--- config.mk ---
export PLATFORM = sky130hd
export DESIGN_NAME = sound_bus_address_decoder_core
export DESIGN_NICKNAME = d
export VERILOG_FILES = /design/src/hw/rtl/sbad_pkg.sv /design/src/hw/rtl/sbad_decode.sv /design/src/hw/rtl/sound_bus_address_decoder_core.sv
export SDC_FILE = /design/constraint.sdc
export NUM_CORES = 1
export LEC_CHECK = 0
export ABC_AREA = 0
export ABC_CLOCK_PERIOD_IN_PS = 4300
export BUFFER_PORTS_ARGS = -buffer_cell sky130_fd_sc_hd__clkbuf_2
export CORE_MARGIN = 3
export CORE_UTILIZATION = 40
export DETAILED_ROUTE_END_ITERATION = 8
export GPL_TIMING_DRIVEN = 0
export SLEW_MARGIN = 5
export SYNTH_ARGS = -nofsm -noshare
export SYNTH_HDL_FRONTEND = slang
export SYNTH_HIERARCHICAL = 1
export SYNTH_SLANG_ARGS = --single-unit
export TNS_END_PERCENT = 50
--- constraint.sdc ---
create_clock -name clk_i -period 4.3 [get_ports clk_i]
set_clock_uncertainty 0.15 [all_clocks]
set_input_delay 0 -clock clk_i [delete_from_list [all_inputs] [get_ports clk_i]]
set_output_delay 0 -clock clk_i [all_outputs]
set_load 0.05 [all_outputs]
--- src/hw/rtl/sbad_pkg.sv ---
package sbad_pkg;

  localparam int unsigned AddrW   = 24;
  localparam int unsigned DataW   = 16;
  localparam int unsigned SmpSizeW  = 25;
  localparam int unsigned ProgSizeW = 20;
  localparam int unsigned CfgIdxW   = 8;

  // bus map
  localparam logic [AddrW-1:0] RamSize   = 24'h080000;
  localparam logic [AddrW-1:0] ChipBase  = 24'h100000;
  localparam logic [AddrW-1:0] ChipSize  = 24'h001000;
  localparam logic [AddrW-1:0] CtrlBase  = 24'h400000;
  localparam logic [AddrW-1:0] ProgBase  = 24'h600000;
  localparam logic [AddrW-1:0] ProgSpan  = 24'h080000;
  localparam logic [AddrW-1:0] SmpBase   = 24'h800000;
  localparam logic [AddrW-1:0] SmpSpan   = 24'h200000;
  localparam logic [AddrW-1:0] BankABase = 24'ha00000;
  localparam logic [AddrW-1:0] BankASpan = 24'h400000;
  localparam logic [AddrW-1:0] BankBBase = 24'he00000;
  localparam logic [AddrW-1:0] BankBSpan = 24'h200000;

  // sample bank origins for default / upper banking
  localparam logic [AddrW-1:0] BankADflt  = 24'h200000;
  localparam logic [AddrW-1:0] BankAUpper = 24'h800000;
  localparam logic [AddrW-1:0] BankBDflt  = 24'h600000;
  localparam logic [AddrW-1:0] BankBUpper = 24'ha00000;

  localparam logic [SmpSizeW-1:0] BankLimit = 25'h0800000;
  localparam int unsigned         BankBit   = 5;

  typedef enum logic [2:0] {
    TGT_RAM      = 3'd0,
    TGT_PROG     = 3'd1,
    TGT_SAMPLE   = 3'd2,
    TGT_CHIP     = 3'd3,
    TGT_CTRL     = 3'd4,
    TGT_UNMAPPED = 3'd5
  } target_e;

  typedef enum logic [CfgIdxW-1:0] {
    CFG_SAMPLE_ROM_SIZE  = 8'd0,
    CFG_PROGRAM_ROM_SIZE = 8'd1
  } cfg_idx_e;

  typedef struct packed {
    logic [DataW-1:0] store_data;
    logic             store_enable;
    logic [1:0]       lane_mask;
    logic [AddrW-1:0] target_offset;
    target_e          target;
  } dec_res_t;

  typedef struct packed {
    logic we;
    logic bank_default;
  } bank_upd_t;

endpackage

--- src/hw/rtl/sbad_decode.sv ---
module sbad_decode (
  input  logic                            func_i,
  input  logic                            byte_access_i,
  input  logic [sbad_pkg::AddrW-1:0]      address_i,
  input  logic [sbad_pkg::DataW-1:0]      write_data_i,
  input  logic [sbad_pkg::SmpSizeW-1:0]   sample_rom_size_i,
  input  logic [sbad_pkg::ProgSizeW-1:0]  program_rom_size_i,
  input  logic                            bank_default_i,
  output sbad_pkg::dec_res_t              res_o,
  output sbad_pkg::bank_upd_t             bank_upd_o
);
  import sbad_pkg::*;

  logic [AddrW-1:0]     a;
  logic [1:0]           sel;
  logic [AddrW-1:0]     off_prog;
  logic [ProgSizeW-1:0] prog_lim;
  logic [ProgSizeW-1:0] prog_o;
  logic [AddrW-1:0]     chip_o;
  logic                 in_smp;
  logic [AddrW-1:0]     smp_o;
  logic [AddrW-1:0]     smp_origin;
  logic [AddrW-1:0]     smp_span;
  logic [SmpSizeW-1:0]  smp_so;
  logic [SmpSizeW-1:0]  smp_left;
  logic [AddrW-1:0]     smp_span_left;
  logic                 drop_low;
  logic [1:0]           mask;
  target_e              tgt;
  logic [AddrW-1:0]     off;

  always_comb begin
    a   = byte_access_i ? {address_i[AddrW-1:1], 1'b0} : address_i;
    sel = byte_access_i ? (address_i[0] ? 2'b01 : 2'b10) : 2'b11;

    off_prog = a - ProgBase;
    prog_o   = off_prog[ProgSizeW-1:0];
    prog_lim = (program_rom_size_i < ProgSpan[ProgSizeW-1:0]) ? program_rom_size_i
                                                               : ProgSpan[ProgSizeW-1:0];
    chip_o   = a - ChipBase;

    // pick the sample window the address falls in
    in_smp     = 1'b1;
    smp_o      = a - SmpBase;
    smp_origin = '0;
    smp_span   = SmpSpan;
    if (a >= SmpBase && a < BankABase) begin
      smp_o      = a - SmpBase;
      smp_origin = '0;
      smp_span   = SmpSpan;
    end else if (a >= BankABase && a < BankBBase) begin
      smp_o      = a - BankABase;
      smp_origin = bank_default_i ? BankADflt : BankAUpper;
      smp_span   = BankASpan;
    end else if (a >= BankBBase) begin
      smp_o      = a - BankBBase;
      smp_origin = bank_default_i ? BankBDflt : BankBUpper;
      smp_span   = BankBSpan;
    end else begin
      in_smp = 1'b0;
    end
    smp_so        = {1'b0, smp_origin} + {1'b0, smp_o};
    smp_left      = sample_rom_size_i - smp_so;
    smp_span_left = smp_span - smp_o;

    tgt      = TGT_UNMAPPED;
    off      = '0;
    drop_low = 1'b0;
    if (a < RamSize) begin
      tgt      = TGT_RAM;
      off      = a;
      drop_low = (a == RamSize - 24'd1);
    end else if (a >= ProgBase && a < ProgBase + ProgSpan) begin
      if (prog_o < prog_lim) begin
        tgt      = TGT_PROG;
        off      = {{(AddrW-ProgSizeW){1'b0}}, prog_o};
        drop_low = ((prog_lim - prog_o) == 20'd1);
      end
    end else if (in_smp) begin
      if (smp_so < sample_rom_size_i) begin
        tgt      = TGT_SAMPLE;
        off      = smp_so[AddrW-1:0];
        drop_low = (smp_left == 25'd1) || (smp_span_left == 24'd1);
      end
    end else if (a >= ChipBase && a < ChipBase + ChipSize) begin
      tgt = TGT_CHIP;
      off = {1'b0, chip_o[AddrW-1:1]};
    end else if (a >= CtrlBase && a < CtrlBase + 24'd2) begin
      tgt = TGT_CTRL;
    end

    mask = 2'b00;
    if (tgt == TGT_RAM || tgt == TGT_PROG || tgt == TGT_SAMPLE || tgt == TGT_CHIP) begin
      mask = drop_low ? (sel & 2'b10) : sel;
    end

    res_o.target        = tgt;
    res_o.target_offset = off;
    res_o.lane_mask     = mask;
    res_o.store_enable  = 1'b0;
    res_o.store_data    = '0;
    if (func_i && (tgt == TGT_RAM || tgt == TGT_CHIP) && mask != 2'b00) begin
      res_o.store_enable = 1'b1;
      if (!byte_access_i) begin
        res_o.store_data = write_data_i;
      end else if (address_i[0]) begin
        res_o.store_data = {8'h00, write_data_i[7:0]};
      end else begin
        res_o.store_data = {write_data_i[7:0], 8'h00};
      end
    end

    // banking only switches with more than 8 MB of sample ROM
    bank_upd_o.we           = func_i && (tgt == TGT_CTRL) && (sample_rom_size_i > BankLimit);
    bank_upd_o.bank_default = write_data_i[BankBit];
  end

endmodule

--- src/hw/rtl/sound_bus_address_decoder_core.sv ---
// An access passes two registers, the input register and then the result register.
// One access per cycle unless the output stalls; the decode is one pass between them.
// The bank control bit is applied as an access leaves the input register, so the next
// access already decodes with the new banking.
// Reset: async active low; pipeline emptied, ROM sizes 0, default banking selected.
module sound_bus_address_decoder_core (
  input  logic                           clk_i,
  input  logic                           rst_ni,
  // config write channel
  input  logic                           cfg_valid_i,
  output logic                           cfg_ready_o,
  input  logic [sbad_pkg::CfgIdxW-1:0]   cfg_index_i,
  input  logic [sbad_pkg::SmpSizeW-1:0]  cfg_data_i,
  // access in
  input  logic                           s_axis_tvalid,
  output logic                           s_axis_tready,
  input  logic [39:0]                    s_axis_tdata,  // address[23:0], write_data[39:24]
  input  logic [1:0]                     s_axis_tuser,  // func[0], byte_access[1]
  // decode result out
  output logic                           m_axis_tvalid,
  input  logic                           m_axis_tready,
  output logic [47:0]                    m_axis_tdata,  // target_offset[23:0],
                                                        // lane_mask[25:24], store_enable[26],
                                                        // store_data[42:27], zero[47:43]
  output logic [2:0]                     m_axis_tuser   // target[2:0]
);
  import sbad_pkg::*;

  logic [SmpSizeW-1:0]  smp_size_q;
  logic [ProgSizeW-1:0] prog_size_q;
  logic                 bank_q;

  logic             in_valid_q;
  logic             in_func_q;
  logic             in_byte_q;
  logic [AddrW-1:0] in_addr_q;
  logic [DataW-1:0] in_wd_q;

  logic             out_valid_q;
  dec_res_t         out_res_q;

  dec_res_t  dec_res;
  bank_upd_t bank_upd;
  logic      out_ready;
  logic      in_ready;
  logic      advance;

  assign cfg_ready_o = 1'b1;

  assign out_ready     = !out_valid_q || m_axis_tready;
  assign in_ready      = !in_valid_q || out_ready;
  assign advance       = in_valid_q && out_ready;
  assign s_axis_tready = in_ready;

  always_ff @(posedge clk_i or negedge rst_ni) begin
    if (!rst_ni) begin
      smp_size_q  <= '0;
      prog_size_q <= '0;
    end else if (cfg_valid_i) begin
      case (cfg_index_i)
        CFG_SAMPLE_ROM_SIZE:  smp_size_q  <= cfg_data_i;
        CFG_PROGRAM_ROM_SIZE: prog_size_q <= cfg_data_i[ProgSizeW-1:0];
        default: ;
      endcase
    end
  end

  always_ff @(posedge clk_i or negedge rst_ni) begin
    if (!rst_ni) begin
      in_valid_q <= 1'b0;
    end else if (in_ready) begin
      in_valid_q <= s_axis_tvalid;
    end
  end

  always_ff @(posedge clk_i) begin
    if (in_ready && s_axis_tvalid) begin
      in_func_q <= s_axis_tuser[0];
      in_byte_q <= s_axis_tuser[1];
      in_addr_q <= s_axis_tdata[AddrW-1:0];
      in_wd_q   <= s_axis_tdata[AddrW+DataW-1:AddrW];
    end
  end

  sbad_decode u_decode (
    .func_i             (in_func_q),
    .byte_access_i      (in_byte_q),
    .address_i          (in_addr_q),
    .write_data_i       (in_wd_q),
    .sample_rom_size_i  (smp_size_q),
    .program_rom_size_i (prog_size_q),
    .bank_default_i     (bank_q),
    .res_o              (dec_res),
    .bank_upd_o         (bank_upd)
  );

  always_ff @(posedge clk_i or negedge rst_ni) begin
    if (!rst_ni) begin
      bank_q <= 1'b1;
    end else if (advance && bank_upd.we) begin
      bank_q <= bank_upd.bank_default;
    end
  end

  always_ff @(posedge clk_i or negedge rst_ni) begin
    if (!rst_ni) begin
      out_valid_q <= 1'b0;
    end else if (out_ready) begin
      out_valid_q <= in_valid_q;
    end
  end

  always_ff @(posedge clk_i) begin
    if (advance) begin
      out_res_q <= dec_res;
    end
  end

  assign m_axis_tvalid = out_valid_q;
  assign m_axis_tuser  = out_res_q.target;
  assign m_axis_tdata  = {5'b0, out_res_q.store_data, out_res_q.store_enable,
                          out_res_q.lane_mask, out_res_q.target_offset};

endmodule

After elaboration in Yosys (flattened, before gate mapping)
Cells that the tools add are included.

Reduce and logical (&&, ||, !) cells: 26. Eq/ne operators: 9. Magnitude comparators: 16. Multiplexer cells: 40. Add/subtract/negate cells: 9.

Operators with widths (number): $mux W24 (13); $ge A24 B24 Y1 const B (3); $sub A24 B24 Y24 const B (3); $ge A24 B23 Y1 const B (2); $lt A24 B23 Y1 const B (2); $lt A24 B24 Y1 const B (2); $mux W23 (2); $mux W20 (2); $mux W16 (2); $add A24 B24 Y25 (1); $eq A25 B1 Y1 const B (1); $gt A25 B24 Y1 const B (1); $lt A25 B25 Y1 (1); $sub A25 B25 Y25 (1); $eq A24 B1 Y1 const B (1); $eq A24 B19 Y1 const B (1); $ge A24 B21 Y1 const B (1); $lt A24 B20 Y1 const B (1); $lt A24 B21 Y1 const B (1); $sub A24 B21 Y24 const B (1); $sub A24 B24 Y24 (1); $eq A20 B1 Y1 const B (1); $lt A20 B20 Y1 (1); $lt A20 B20 Y1 const B (1); other kinds (16) (54).

Flip-flop bits (word level): 136. Input port bits: 80.

Longest topological paths before layout
Depth in word-level cells: 19. Mapped depth: 21. Mapped depth without buffers: 20.

Modules after synthesis
The synthesis kept the hierarchy.

By module, submodules not included: sound_bus_address_decoder_core (times used 1, area each 4624.4 µm², cells each 206, sequential area each 3844.9 µm²); sbad_decode (times used 1, area each 4389.2 µm², cells each 677, sequential area each 0.0 µm²).

Worst setup path before layout
OpenSTA, ideal clock, no wires.

Kind: register to register. Start: reg in_addr_q[21]. End: reg out_res_q, in the netlist m_axis_tdata[24], data pin. Data required time: 3.892 ns. Setup time: 0.258 ns. Slack: 0.028 ns. Clock period less this slack: 4.272 ns. Path buffers: 0. Cell stages (with the launch flop): 18. Data arrival time: 3.864 ns. Path through: edfxtp_1 inv_1 ha_1 a21oi_1 a21o_1 inv_1 fa_1 xor2_1 ha_1 and4_1 nor2b_1 a31oi_1 nand4_1 a21oi_2 nor2_2 or4_1 nor4_2 nor2_1.

RTL lines: from (decl) (RTL line sound_bus_address_decoder_core.sv:36) `logic [AddrW-1:0] in_addr_q;`; from (signal assigned) (RTL line sound_bus_address_decoder_core.sv:80) `in_addr_q <= s_axis_tdata[AddrW-1:0];`; to (signal assigned) (RTL line sound_bus_address_decoder_core.sv:115) `out_res_q <= dec_res;`; to (decl) (RTL line sound_bus_address_decoder_core.sv:40) `dec_res_t out_res_q;`.

Worst setup path in the final report
Start: reg in_addr_q[21]. End: reg out_res_q, in the netlist m_axis_tdata[32], data pin.

Cells in the longest elaborated chain, start to end: 17. Elaborated cells between the ends (all ways): 62. Classes of those cells: 6 x add/sub; 13 x order compare; 6 x eq/ne; 23 x mux; 14 x reduce/logical.

Ends and longest elaborated chain: parallel branches: the longest is 16 deep, another holds $add A24 B24 Y25; $logic_and A1 B1 Y1 * (RTL line sbad_decode.sv:102) `if (func_i && (tgt == TGT_RAM || tgt == TGT_CHIP) && mask != 2'b00) begin`.

Mark *: on every way between the ends. A chain may end at the register's enable or synchronous reset.

==> reports/summary.txt <==
count of different cell masters after synthesis -> 91
Buffers on Ports -> 127
grt total ovfl -> 0
area of all sequential standard cells -> 3850 µm²
Ant. Diodes -> 0
startpoint of the worst register-to-register path -> in_addr_q[21]
cell area after technology mapping -> 9010 µm²
DR vias -> 8105
placer's final routability congestion estimate -> 0.950
vias in the first global route -> 7826
share of layout cells above drive strength 1 -> 29.8%
primary flip-flop cell chosen by synthesis mapping -> sky130_fd_sc_hd__edfxtp_1
number of failing hold endpoints at the final stage -> 0
worst-case vdd ir drop -> 0.226 mV
Post-DP Area -> 10100 µm²
power density over the cells -> 332 nW/µm²
Syn Inst Count -> 883
static power due to leakage -> 5.31 nW
post-synthesis sequential area ratio -> 42.7%
Synth Warn # -> 6
starting DRC count in detailed routing -> 709
Clock Path Buffers -> 2
setup repair after global routing missed its margin -> true
clock root buffer master -> sky130_fd_sc_hd__clkbuf_16
category of the most critical setup path -> flop to flop
initial core utilization -> 41.0%
number of antenna violations at the first check in global routing -> 0
worst slack after detailed placement -> -0.611 ns
transition at the pin with the smallest max-transition slack -> 0.674 ns
clk slew on worst S/H paths -> 0.08 ns
biggest area consumer among synthesized cells -> sky130_fd_sc_hd__edfxtp_1
Total Routing Usage GR -> 22.7%
WL per Instance -> 19.5 µm
most frequent standard cell in the layout excluding fill and tap cells -> sky130_fd_sc_hd__clkbuf_2
Worst Hold Class -> input port to flop
total wire length -> 28.0 mm
antenna-violating nets left -> 0
number of setup violations in the final report -> 0
Min-Delay Startpoint -> cfg_index_i[6]
die extent in y -> 156 µm
number of max-slew violations in the final report -> 0
final standard cell area without fillers -> 12000 µm²
number of filler cells placed in the layout -> 1886
data required time of the critical path -> 4.34 ns
CP Capture Type -> flop
first-pass iteration count of the detailed router -> 6
maximum number of pins on one net before global-route repair -> 49
Max-cap violations -> 0
Max Clk Rate -> 235 MHz
worst-skew pair later-pin latency -> 0.45 ns
first-pass GRT wire length -> 43.0 mm
fraction of synthesis flops using an asynchronous set or reset pin -> 35.3%
core outline area -> 22000 µm²
status -> finished clean
Critical Path Fanout Max -> 7
Data arrival, critical path -> 4.30 ns
count of H-tree levels built during CTS -> 4
clock tree from TritonCTS -> yes
count of pins on the block boundary -> 134
number of flops mapped to enable cells by yosys -> 88
final period demand of the worst path -> 4.26 ns
Placement Rows -> 54
worst-case headroom to the max-slew limit -> 53.9%
area share of the largest cell type after synthesis -> 29.3%
largest cells by area after synthesis -> sky130_fd_sc_hd__edfxtp_1 (29%), sky130_fd_sc_hd__dfrtp_1 (13%), sky130_fd_sc_hd__ha_1 (8.3%)
post-synthesis register bit count -> 136
post-layout net count -> 1288
TritonCTS Buffers -> 17
die area -> 24400 µm²
portion of the clock cycle consumed by the worst path in the final layout -> 99.0%
DRC errors left -> 0
clock sinks -> 136
final core occ -> 54.8%
routed vias/inst -> 5.64
footprint of the multi-input gates -> 5020 µm²
leading cell types in the layout, fill and taps excluded -> sky130_fd_sc_hd__clkbuf_2 (127), sky130_fd_sc_hd__edfxtp_1 (88), sky130_fd_sc_hd__dlygate4sd3_1 (74), sky130_fd_sc_hd__nand2_1 (61), sky130_fd_sc_hd__ha_1 (54)
DP HPWL -> 20.2 mm
setup ws final -> 0.0448 ns
CP Launch Point -> in_addr_q[21]
Synth Area per Inst -> 10.2 µm²
x dimension of the die -> 156 µm
Area Growth Syn to Fin -> 33.4%
startpoint kind of the worst setup timing path -> flop
## cell families (layout without fill, tap and decap cells)
group	Yosys count	count (layout)	synth area share, %
mux	55	55	7.63
buf+inv	96	367	4.82
fa+ha+maj	64	64	9.11
compound gates	219	219	16.6
flops	136	136	42.7
xor+xnor	12	12	1.17
other cells	2	6	0.0833
simple gates	299	299	17.9
## cells in the mapped netlist, drive strengths merged, types with 7 or more instances
cell type / count
and3: 13
clkbuf: 17
mux2: 50
nor2: 55
ha: 60
nand2b: 15
nand3: 18
o211ai: 7
a21o: 13
or3: 7
inv: 59
nor4: 20
o21ai: 56
a211oi: 9
nand4: 21
buf: 20
a21oi: 54
dfrtp: 47
nor2b: 35
edfxtp: 88
nand2: 68
nor3: 22
a31oi: 7
## metal layers
layer,track usage (%),vias up,wire length [µm]
li1,-,3834,-
met1,29.8,3911,12400
met2,37.6,314,13200
met3,4.41,46,1630
met4,7.63,0,765
met5,0,-,0
## critical path, cell delays in order, from the launching register on
cell,delay (ns)
sky130_fd_sc_hd__edfxtp_1,0.52
sky130_fd_sc_hd__inv_4,0.13
sky130_fd_sc_hd__buf_4,0.14
sky130_fd_sc_hd__nand2_1,0.10
sky130_fd_sc_hd__a21oi_2,0.15
sky130_fd_sc_hd__a21o_1,0.13
sky130_fd_sc_hd__inv_2,0.05
sky130_fd_sc_hd__fa_2,0.38
sky130_fd_sc_hd__xor2_4,0.21
sky130_fd_sc_hd__ha_4,0.30
sky130_fd_sc_hd__and4_4,0.22
sky130_fd_sc_hd__nor2b_1,0.12
sky130_fd_sc_hd__a31oi_1,0.11
sky130_fd_sc_hd__nand4_1,0.18
sky130_fd_sc_hd__a21oi_4,0.06
sky130_fd_sc_hd__buf_6,0.15
sky130_fd_sc_hd__o31ai_4,0.24
sky130_fd_sc_hd__nand2_2,0.15
sky130_fd_sc_hd__nand3_4,0.17
sky130_fd_sc_hd__clkinvlp_4,0.15
sky130_fd_sc_hd__and3_4,0.20
## power breakdown
part / switching (mW) / total (mW) / internal, mW / leakage, nW
Combinational: 0.570 / 0.936 / 0.366 / 3.50
Sequential: 0.0606 / 1.55 / 1.49 / 1.51
Clock: 0.715 / 1.51 / 0.794 / 0.298
Total: 1.35 / 3.99 / 2.65 / 5.31
## registers in the layout, summed over array words and instances, names as in the netlist
signal,count
smp_size_q,25
m_axis_tdata,43
in_func_q,1
in_addr_q,24
m_axis_tvalid,1
in_valid_q,1
in_wd_q,16
m_axis_tuser,3
bank_q,1
in_byte_q,1
prog_size_q,20
## worst paths after layout
path,end,slack [ns],depth (start not counted)
worst max-delay path,m_axis_tdata[32],0.04,20
worst min-delay path,smp_size_q[11],0.07,5
worst max register to register,m_axis_tdata[32],0.04,20
worst min register to register,m_axis_tvalid,0.35,1
max in group asynchronous,bank_q,3.02,4
min in group asynchronous,smp_size_q[11],0.37,3
## stage by stage
step	cells	hold slack [ns]	power (mW)	TNS (ns)
2_1_floorplan	887	-0.446	2.12	0
3_3_place_gp	1294	0.0272	2.35	-15.57
3_5_place_dp	1296	0.0286	2.36	-15.12
4_1_cts	1416	0.0614	3.96	0
5_1_grt	1438	0.0832	4.16	-1.08
6_report	1438	0.0746	3.99	0
## area by class of cell
cell class / instances / share of cell area (%)
Multi-Input combinational cell: 655 / 41.7
Sequential cell: 136 / 32.0
Timing Repair Buffer: 240 / 14.4
Clock buffer: 17 / 3.54
Tap cell: 280 / 2.91
Buffer: 35 / 1.94
Inverter: 59 / 1.89
Clock inverter: 15 / 1.55
Timing Repair inverter: 1 / 0.0624
## timing repair
item / 4_1_cts / 5_1_grt
hold buffers: 73 / 1
cloned: 1 / 1
setup endpoints to repair: 41 / 39
setup buffers: 15 / 20
endpoints found under the hold margin: 145 / 14
pin swaps: 4 / 27
gates resized for setup: 30 / 51
(Power assumes the default switching activity.)
